## config.mk

```make
export PLATFORM = sky130hd
export DESIGN_NAME = cache_tag_hit_miss_model_top
export DESIGN_NICKNAME = d
export VERILOG_FILES = /design/src/hw/rtl/ctag_pkg.sv /design/src/hw/rtl/ctag_ctrl.sv /design/src/hw/rtl/ctag_dp.sv /design/src/hw/rtl/cache_tag_hit_miss_model_top.sv
export SDC_FILE = /design/constraint.sdc
export NUM_CORES = 1
export LEC_CHECK = 0
export BUFFER_PORTS_ARGS = -buffer_cell sky130_fd_sc_hd__buf_4
export CORE_ASPECT_RATIO = 0.9
export CORE_MARGIN = 3
export CORE_UTILIZATION = 62
export CTS_BUF_LIST = sky130_fd_sc_hd__clkbuf_2
export CTS_CLUSTER_SIZE = 24
export DETAILED_ROUTE_END_ITERATION = 16
export PLACE_DENSITY = 0.92
export SLEW_MARGIN = 20
export SYNTH_ARGS = -nofsm -noshare
export SYNTH_HDL_FRONTEND = slang
export SYNTH_SLANG_ARGS = --single-unit
```

## constraint.sdc

```tcl
create_clock -name clk -period 3.45 [get_ports clk]
set_clock_uncertainty 0.05 [all_clocks]
set_input_delay 0.5175 -clock clk [delete_from_list [all_inputs] [get_ports clk]]
set_output_delay 0.5175 -clock clk [all_outputs]
set_load 0.01 [all_outputs]
```

## src/hw/rtl/ctag_pkg.sv

```systemverilog
package ctag_pkg;

  localparam int NUM_LINES   = 8;
  localparam int BLOCK_WORDS = 4;
  localparam int ADDR_W      = 8;
  localparam int LINE_W      = $clog2(NUM_LINES);
  localparam int OFFS_W      = $clog2(BLOCK_WORDS);
  localparam int TAG_W       = ADDR_W - OFFS_W;
  localparam int CNT_W       = 16;
  localparam int OUT_W       = 1 + LINE_W + TAG_W + OFFS_W + CNT_W;
  localparam int OUT_TDATA_W = ((OUT_W + 7) / 8) * 8;

  localparam logic [CNT_W-1:0] HIT_MAX = '1;

  typedef enum logic {
    MODE_DIRECT = 1'b0,
    MODE_ASSOC  = 1'b1
  } map_mode_t;

  typedef enum logic {
    ST_EMPTY = 1'b0,
    ST_FULL  = 1'b1
  } ctl_state_t;

  typedef struct packed {
    logic lookup;
  } ctl_cmd_t;

endpackage

```

## src/hw/rtl/ctag_ctrl.sv

```systemverilog
module ctag_ctrl
  import ctag_pkg::*;
(
  input  logic     clk,
  input  logic     rst,
  input  logic     in_valid,
  output logic     in_ready,
  output logic     out_valid,
  input  logic     out_ready,
  output ctl_cmd_t cmd
);

  ctl_state_t state;
  ctl_state_t state_next;

  always_ff @(posedge clk) begin
    if (rst) begin
      state <= ST_EMPTY;
    end else begin
      state <= state_next;
    end
  end

  always_comb begin
    state_next = state;
    in_ready   = !rst && ((state == ST_EMPTY) || out_ready);
    out_valid  = !rst && (state == ST_FULL);
    cmd.lookup = in_valid && in_ready;
    unique case (state)
      ST_EMPTY: begin
        if (in_valid) begin
          state_next = ST_FULL;
        end
      end
      ST_FULL: begin
        if (out_ready && !in_valid) begin
          state_next = ST_EMPTY;
        end
      end
      default: begin
        state_next = ST_EMPTY;
      end
    endcase
  end

endmodule

```

## src/hw/rtl/ctag_dp.sv

```systemverilog
module ctag_dp
  import ctag_pkg::*;
(
  input  logic              clk,
  input  logic              rst,
  input  ctl_cmd_t          cmd,
  input  logic              cfg_wr_en,
  input  logic              cfg_wr_data,
  input  logic [ADDR_W-1:0] address,
  output logic              hit,
  output logic [LINE_W-1:0] line_used,
  output logic [TAG_W-1:0]  tag_value,
  output logic [OFFS_W-1:0] word_offset,
  output logic [CNT_W-1:0]  hit_total
);

  map_mode_t               mode;
  logic [NUM_LINES-1:0]    line_valid;
  logic [TAG_W-1:0]        line_tag [NUM_LINES];
  logic [LINE_W-1:0]       fill_ptr;
  logic [CNT_W-1:0]        hit_count;

  logic [TAG_W-1:0]        blk;
  logic [LINE_W-1:0]       d_line;
  logic [TAG_W-1:0]        d_tag;
  logic                    d_hit;
  logic [NUM_LINES-1:0]    a_match;
  logic [LINE_W-1:0]       a_line;
  logic                    lk_hit;
  logic [LINE_W-1:0]       lk_line;
  logic [TAG_W-1:0]        lk_tag;
  logic [CNT_W-1:0]        hit_count_next;

  always_comb begin
    blk    = address[ADDR_W-1:OFFS_W];
    d_line = blk[LINE_W-1:0];
    d_tag  = {{LINE_W{1'b0}}, blk[TAG_W-1:LINE_W]};
    d_hit  = line_valid[d_line] && (line_tag[d_line] == d_tag);
    a_line = '0;
    for (int i = NUM_LINES - 1; i >= 0; i--) begin
      a_match[i] = line_valid[i] && (line_tag[i] == blk);
      if (a_match[i]) begin
        a_line = LINE_W'(i);
      end
    end
    if (mode == MODE_ASSOC) begin
      lk_hit  = |a_match;
      lk_line = lk_hit ? a_line : fill_ptr;
      lk_tag  = blk;
    end else begin
      lk_hit  = d_hit;
      lk_line = d_line;
      lk_tag  = d_tag;
    end
    // saturating hit count
    if (lk_hit && (hit_count != HIT_MAX)) begin
      hit_count_next = hit_count + 1'b1;
    end else begin
      hit_count_next = hit_count;
    end
  end

  always_ff @(posedge clk) begin
    if (rst) begin
      mode       <= MODE_DIRECT;
      line_valid <= '0;
      fill_ptr   <= '0;
      hit_count  <= '0;
    end else begin
      if (cfg_wr_en) begin
        mode <= map_mode_t'(cfg_wr_data);
      end
      if (cmd.lookup) begin
        hit_count <= hit_count_next;
        if (!lk_hit) begin
          line_valid[lk_line] <= 1'b1;
          if (mode == MODE_ASSOC) begin
            fill_ptr <= fill_ptr + 1'b1;
          end
        end
      end
    end
  end

  always_ff @(posedge clk) begin
    if (cmd.lookup) begin
      if (!lk_hit) begin
        line_tag[lk_line] <= lk_tag;
      end
      hit         <= lk_hit;
      line_used   <= lk_line;
      tag_value   <= lk_tag;
      word_offset <= address[OFFS_W-1:0];
      hit_total   <= hit_count_next;
    end
  end

endmodule

```

## src/hw/rtl/cache_tag_hit_miss_model_top.sv

```systemverilog
// Cache tag lookup for an 8-line cache with 4-word blocks and 8-bit word
// addresses. Each input item is one address; each yields exactly one result
// item with the hit flag, the line that hit or was filled, the tag, the word
// offset and a saturating 16-bit hit count. cfg_wr_data selects direct mapped
// (0) or fully associative with first-in first-out fill (1); write it only
// while the block is idle. The tag store is held in flip-flops with per-line
// valid bits cleared by reset, so the block takes items from the first cycle
// after reset. One address is taken per clock: the tag compare, the line
// update and the result register all happen in the accepting cycle, and
// results appear in the next cycle. The input stalls only while a finished
// result is waiting and the output side is not ready.
module cache_tag_hit_miss_model_top
  import ctag_pkg::*;
(
  input  logic                   clk,
  input  logic                   rst,
  input  logic                   cfg_wr_en,
  input  logic                   cfg_wr_data,
  input  logic                   s_axis_tvalid,
  output logic                   s_axis_tready,
  // address
  input  logic [ADDR_W-1:0]      s_axis_tdata,
  output logic                   m_axis_tvalid,
  input  logic                   m_axis_tready,
  // hit, line_used, tag_value, word_offset, hit_total, zero fill
  output logic [OUT_TDATA_W-1:0] m_axis_tdata
);

  ctl_cmd_t          cmd;
  logic              hit;
  logic [LINE_W-1:0] line_used;
  logic [TAG_W-1:0]  tag_value;
  logic [OFFS_W-1:0] word_offset;
  logic [CNT_W-1:0]  hit_total;

  ctag_ctrl u_ctrl (
    .clk       (clk),
    .rst       (rst),
    .in_valid  (s_axis_tvalid),
    .in_ready  (s_axis_tready),
    .out_valid (m_axis_tvalid),
    .out_ready (m_axis_tready),
    .cmd       (cmd)
  );

  ctag_dp u_dp (
    .clk         (clk),
    .rst         (rst),
    .cmd         (cmd),
    .cfg_wr_en   (cfg_wr_en),
    .cfg_wr_data (cfg_wr_data),
    .address     (s_axis_tdata),
    .hit         (hit),
    .line_used   (line_used),
    .tag_value   (tag_value),
    .word_offset (word_offset),
    .hit_total   (hit_total)
  );

  assign m_axis_tdata = {{(OUT_TDATA_W - OUT_W){1'b0}},
                         hit_total, word_offset, tag_value, line_used, hit};

endmodule

```

==> flow_summary.ini <==
[placed_design]
dp_hpwl_mm = 8.05
place_area_sq_um = 5560
port_buffers = 43
dpl.cell_count = 558
place_congestion = 0.965

[route]
drc = 0
vias = 3526
vias_per_cell = 6.14
routed_wl_mm = 11.1
drtIter0Drc = 295
detail-route-antenna-nets = 0
dr.pass1.iters = 7
wl_per_cell_um = 19.3

[worst_setup_path]
worst_setup_path_start_kind = flip-flop
cp.required_ns = 3.70
critPathKind = flip-flop to flip-flop
critical_path.max_stage_delay_ns = 0.76
r2r_end = u_dp.line_tag[7][3]
arrival_ns = 3.41
r2r_setup_slack_ns = 0.28
worstRegToRegCells = 10
cp_cell_sequence = xnor2_1, nand4_1, nor4_1, buf_4, nor4_1, and2_1, o22a_2, nand3_1, nor2_1, buf_4
cp_max_fo = 8
r2r_start = u_dp.line_tag[5][2]
slowest_stage = nor4_1
end_kind = flip-flop

[timing]
slew_viol_final = 0
min_period_ns = 3.17
worst_slew_pin_slew_ns = 0.898
fmax_ghz = 0.316
min_period_over_period_pct = 91.8
fin_setup_tns_ns = 0
rsz0062_at_grt = false
slew_headroom_pct = 39.6
finalHoldViolCount = 0
setup_viol = 0

[synthesis]
ys_seq_area_share_pct = 55.3
yosysUniqueCellTypes = 56
synth_cells = 420
syn-cell-area_sq_um = 5180
synthArstFlopShare_pct = 0
ys.warnings.count = 0
syn_avg_cell_area_sq_um = 12.3
synth_seq_cells = 105
synth_edf_count = 76
synth_area_leaders = edfxtp_1 (44%), dfxtp_1 (11%), xor2_1 (6.1%), xnor2_1 (5.7%), nor2_1 (2.4%)
synth_top_cell_area_share_pct = 44.1
synthFlopType = edfxtp_1
synth_top_area_cell = edfxtp_1

[clock_network]
cts_tree = built
cts.path.max_buffers = 2
htree_levels = 3
cts-root-buf = clkbuf_2
cts.sinks = 105
clk_pin_slew_ns = 0.26
cts_resized = 0
clock_latency_ns = 0.55
cts_hold_buf = 0
cts_setup_buffers = 0
cts_inserted_buffers = 9

[cells_and_area]
nets = 489
drive_gt1_share_pct = 21.5
instances_no_fill = 574
area_growth_pct = 9.86
antennaDiodeCount = 0
final_area_sq_um = 5690
post-route-util_pct = 72.9
fillerInstances = 522

[floorplan]
io_pins = 48
die-area_sq_um = 9490
core_sq_um = 7810
rows = 30
start_util_pct = 66.3
dieWidth_um = 102
die_h_um = 92.7

[job]
maxCapViolations = 0

[worst_hold_path]
hp-start = s_axis_tdata[0]
hold_depth = 1
hold_path.class = primary input to flip-flop
min_to = u_dp.word_offset[0]

[power]
vdd_ir_drop_max_uv = 248
clkPwrFrac_pct = 27.6
pwr-share-seq_pct = 63.2
finalPower_mw = 2.22
swShare_pct = 22.9
p_switching_mw = 0.509
pwr-share-comb_pct = 9.2
p_per_area_nw_per_um2 = 391
leakage_nw = 2.02
internal_power_mw = 1.71

[global_route]
antenna_found_initial = 0
grt_pass1_wl_mm = 17.9
grt_max_degree = 35
grtUsageTotal_pct = 24.7
grt_pass1_vias = 3440
grt_overflow_total = 0

[run_status]
status = finished, final reports clean
## per-stage QoR
| step | worst slack, ns | hold WS (ns) |
|---|---|---|
| 6_report | 0.284 | 0.0675 |
| 5_1_grt | 0.0970 | 0.0349 |
| 4_1_cts | 0.333 | 0.0624 |
| 3_5_place_dp | 0.0141 | 0.447 |
| 3_3_place_gp | 0.118 | 0.436 |
| 2_1_floorplan | 0.272 | 0.408 |
## layout make-up
cell class | instances | area (sq um) | share of cell area [%]
Clock buffer | 12 | 60.1 | 1.06
Timing Repair Buffer | 64 | 480 | 8.44
Clock inverter | 4 | 68.8 | 1.21
Tap cell | 96 | 120 | 2.11
Sequential cell | 105 | 2860 | 50.3
Inverter | 12 | 45.0 | 0.792
Multi-Input combinational cell | 281 | 2050 | 36.1
## metal layers
| layer | track usage [%] | vias up | wire (um) | share of wire, % |
|---|---|---|---|---|
| met5 | 0 | - | 0 | 0 |
| met4 | 9.62 | 0 | 277 | 2.5 |
| met3 | 4.74 | 38 | 1010 | 9.1 |
| met2 | 36.5 | 175 | 5140 | 46 |
| met1 | 36.3 | 1681 | 4660 | 42 |
| li1 | - | 1632 | - | - |
## synth_stat cells (2+ instances only)
master and n:
nor2_1 33, and2_1 5, or2_2 2, or4_1 2
o21ai_0 11, mux2i_1 9, ha_1 2, buf_6 5
xor2_1 36, a2111oi_2 2, nand2_1 17, nor2b_1 5
nand4_1 11, or3_1 11, buf_2 3, edfxtp_1 76
nor3_1 5, o22ai_1 8, o31ai_1 2, inv_1 12
nand3_1 12, mux4_1 4, and3_1 5, a21oi_1 17
and3_2 2, clkbuf_1 3, nand2b_1 3, clkbuf_8 3
xnor2_1 34, buf_4 7, nor4_1 10, mux4_2 4
mux2_2 7, dfxtp_1 29, buf_12 2
## power groups by stage
stage	Sequential, mW	Clock, mW	Combinational (mW)
floorplan	1.43	0	0.140
global placement	1.43	0	0.197
detailed placement	1.43	0	0.202
CTS	1.40	0.618	0.205
global route	1.41	0.666	0.222
finish	1.40	0.614	0.205
## worst max path at each step
stage	startpoint	end	slack [ns]
final	u_dp.line_tag[5][2]	u_dp.line_tag[7][3]	0.28
after global routing	u_dp.line_tag[5][2]	u_dp.line_tag[0][4]	0.1
after CTS	u_dp.line_tag[5][2]	u_dp.line_tag[4][4]	0.33
after detailed placement	s_axis_tdata[3]	u_dp.line_tag[7][0]	0.01
after global placement	s_axis_tdata[3]	u_dp.hit_total[8]	0.12
after floorplan	m_axis_tready	u_dp.line_tag[0][0]	0.27
## critical path: cells and delay by family (launching register included)
| family | cells | cell delay [ns] |
|---|---|---|
| buffers and inverters | 2 | 0.31 |
| flip-flops | 1 | 0.49 |
| XOR/XNOR | 1 | 0.16 |
| AO/OA/AOI/OAI | 1 | 0.20 |
| AND/OR/NAND/NOR | 6 | 1.70 |
## sequential cells by signal, indices dropped and copies added, names as in the netlist, 2 cells and up
name,cells
u_dp.fill_ptr,3
u_dp.hit_count,16
u_dp.hit_total,16
u_dp.line_tag,48
u_dp.line_used,3
u_dp.line_valid,8
u_dp.tag_value,6
u_dp.word_offset,2
## cell usage in the layout (no fill, tap or decap), drive strengths merged, types with 12 or more instances in the layout
| cell type | instances |
|---|---|
| nor2 | 34 |
| buf | 64 |
| edfxtp | 76 |
| a21oi | 17 |
| nand4 | 12 |
| dfxtp | 29 |
| clkbuf | 12 |
| xor2 | 36 |
| nand2 | 17 |
| o21ai | 12 |
| xnor2 | 34 |
| inv | 12 |
| nand3 | 12 |
## cell families (layout without fill, tap and decap cells)
| family | after synthesis | in the layout | share of synthesized area [%] |
|---|---|---|---|
| other | 1 | 4 | 0.0724 |
| AO/OA/AOI/OAI | 51 | 51 | 6.40 |
| buffers and inverters | 37 | 92 | 5.31 |
| flip-flops | 105 | 105 | 55.3 |
| multiplexers | 24 | 24 | 7.03 |
| XOR/XNOR | 70 | 70 | 11.8 |
| AND/OR/NAND/NOR | 130 | 130 | 13.6 |
| adder cells (fa/ha/maj) | 2 | 2 | 0.483 |
Note: power is estimated with default switching activity, not from simulation.
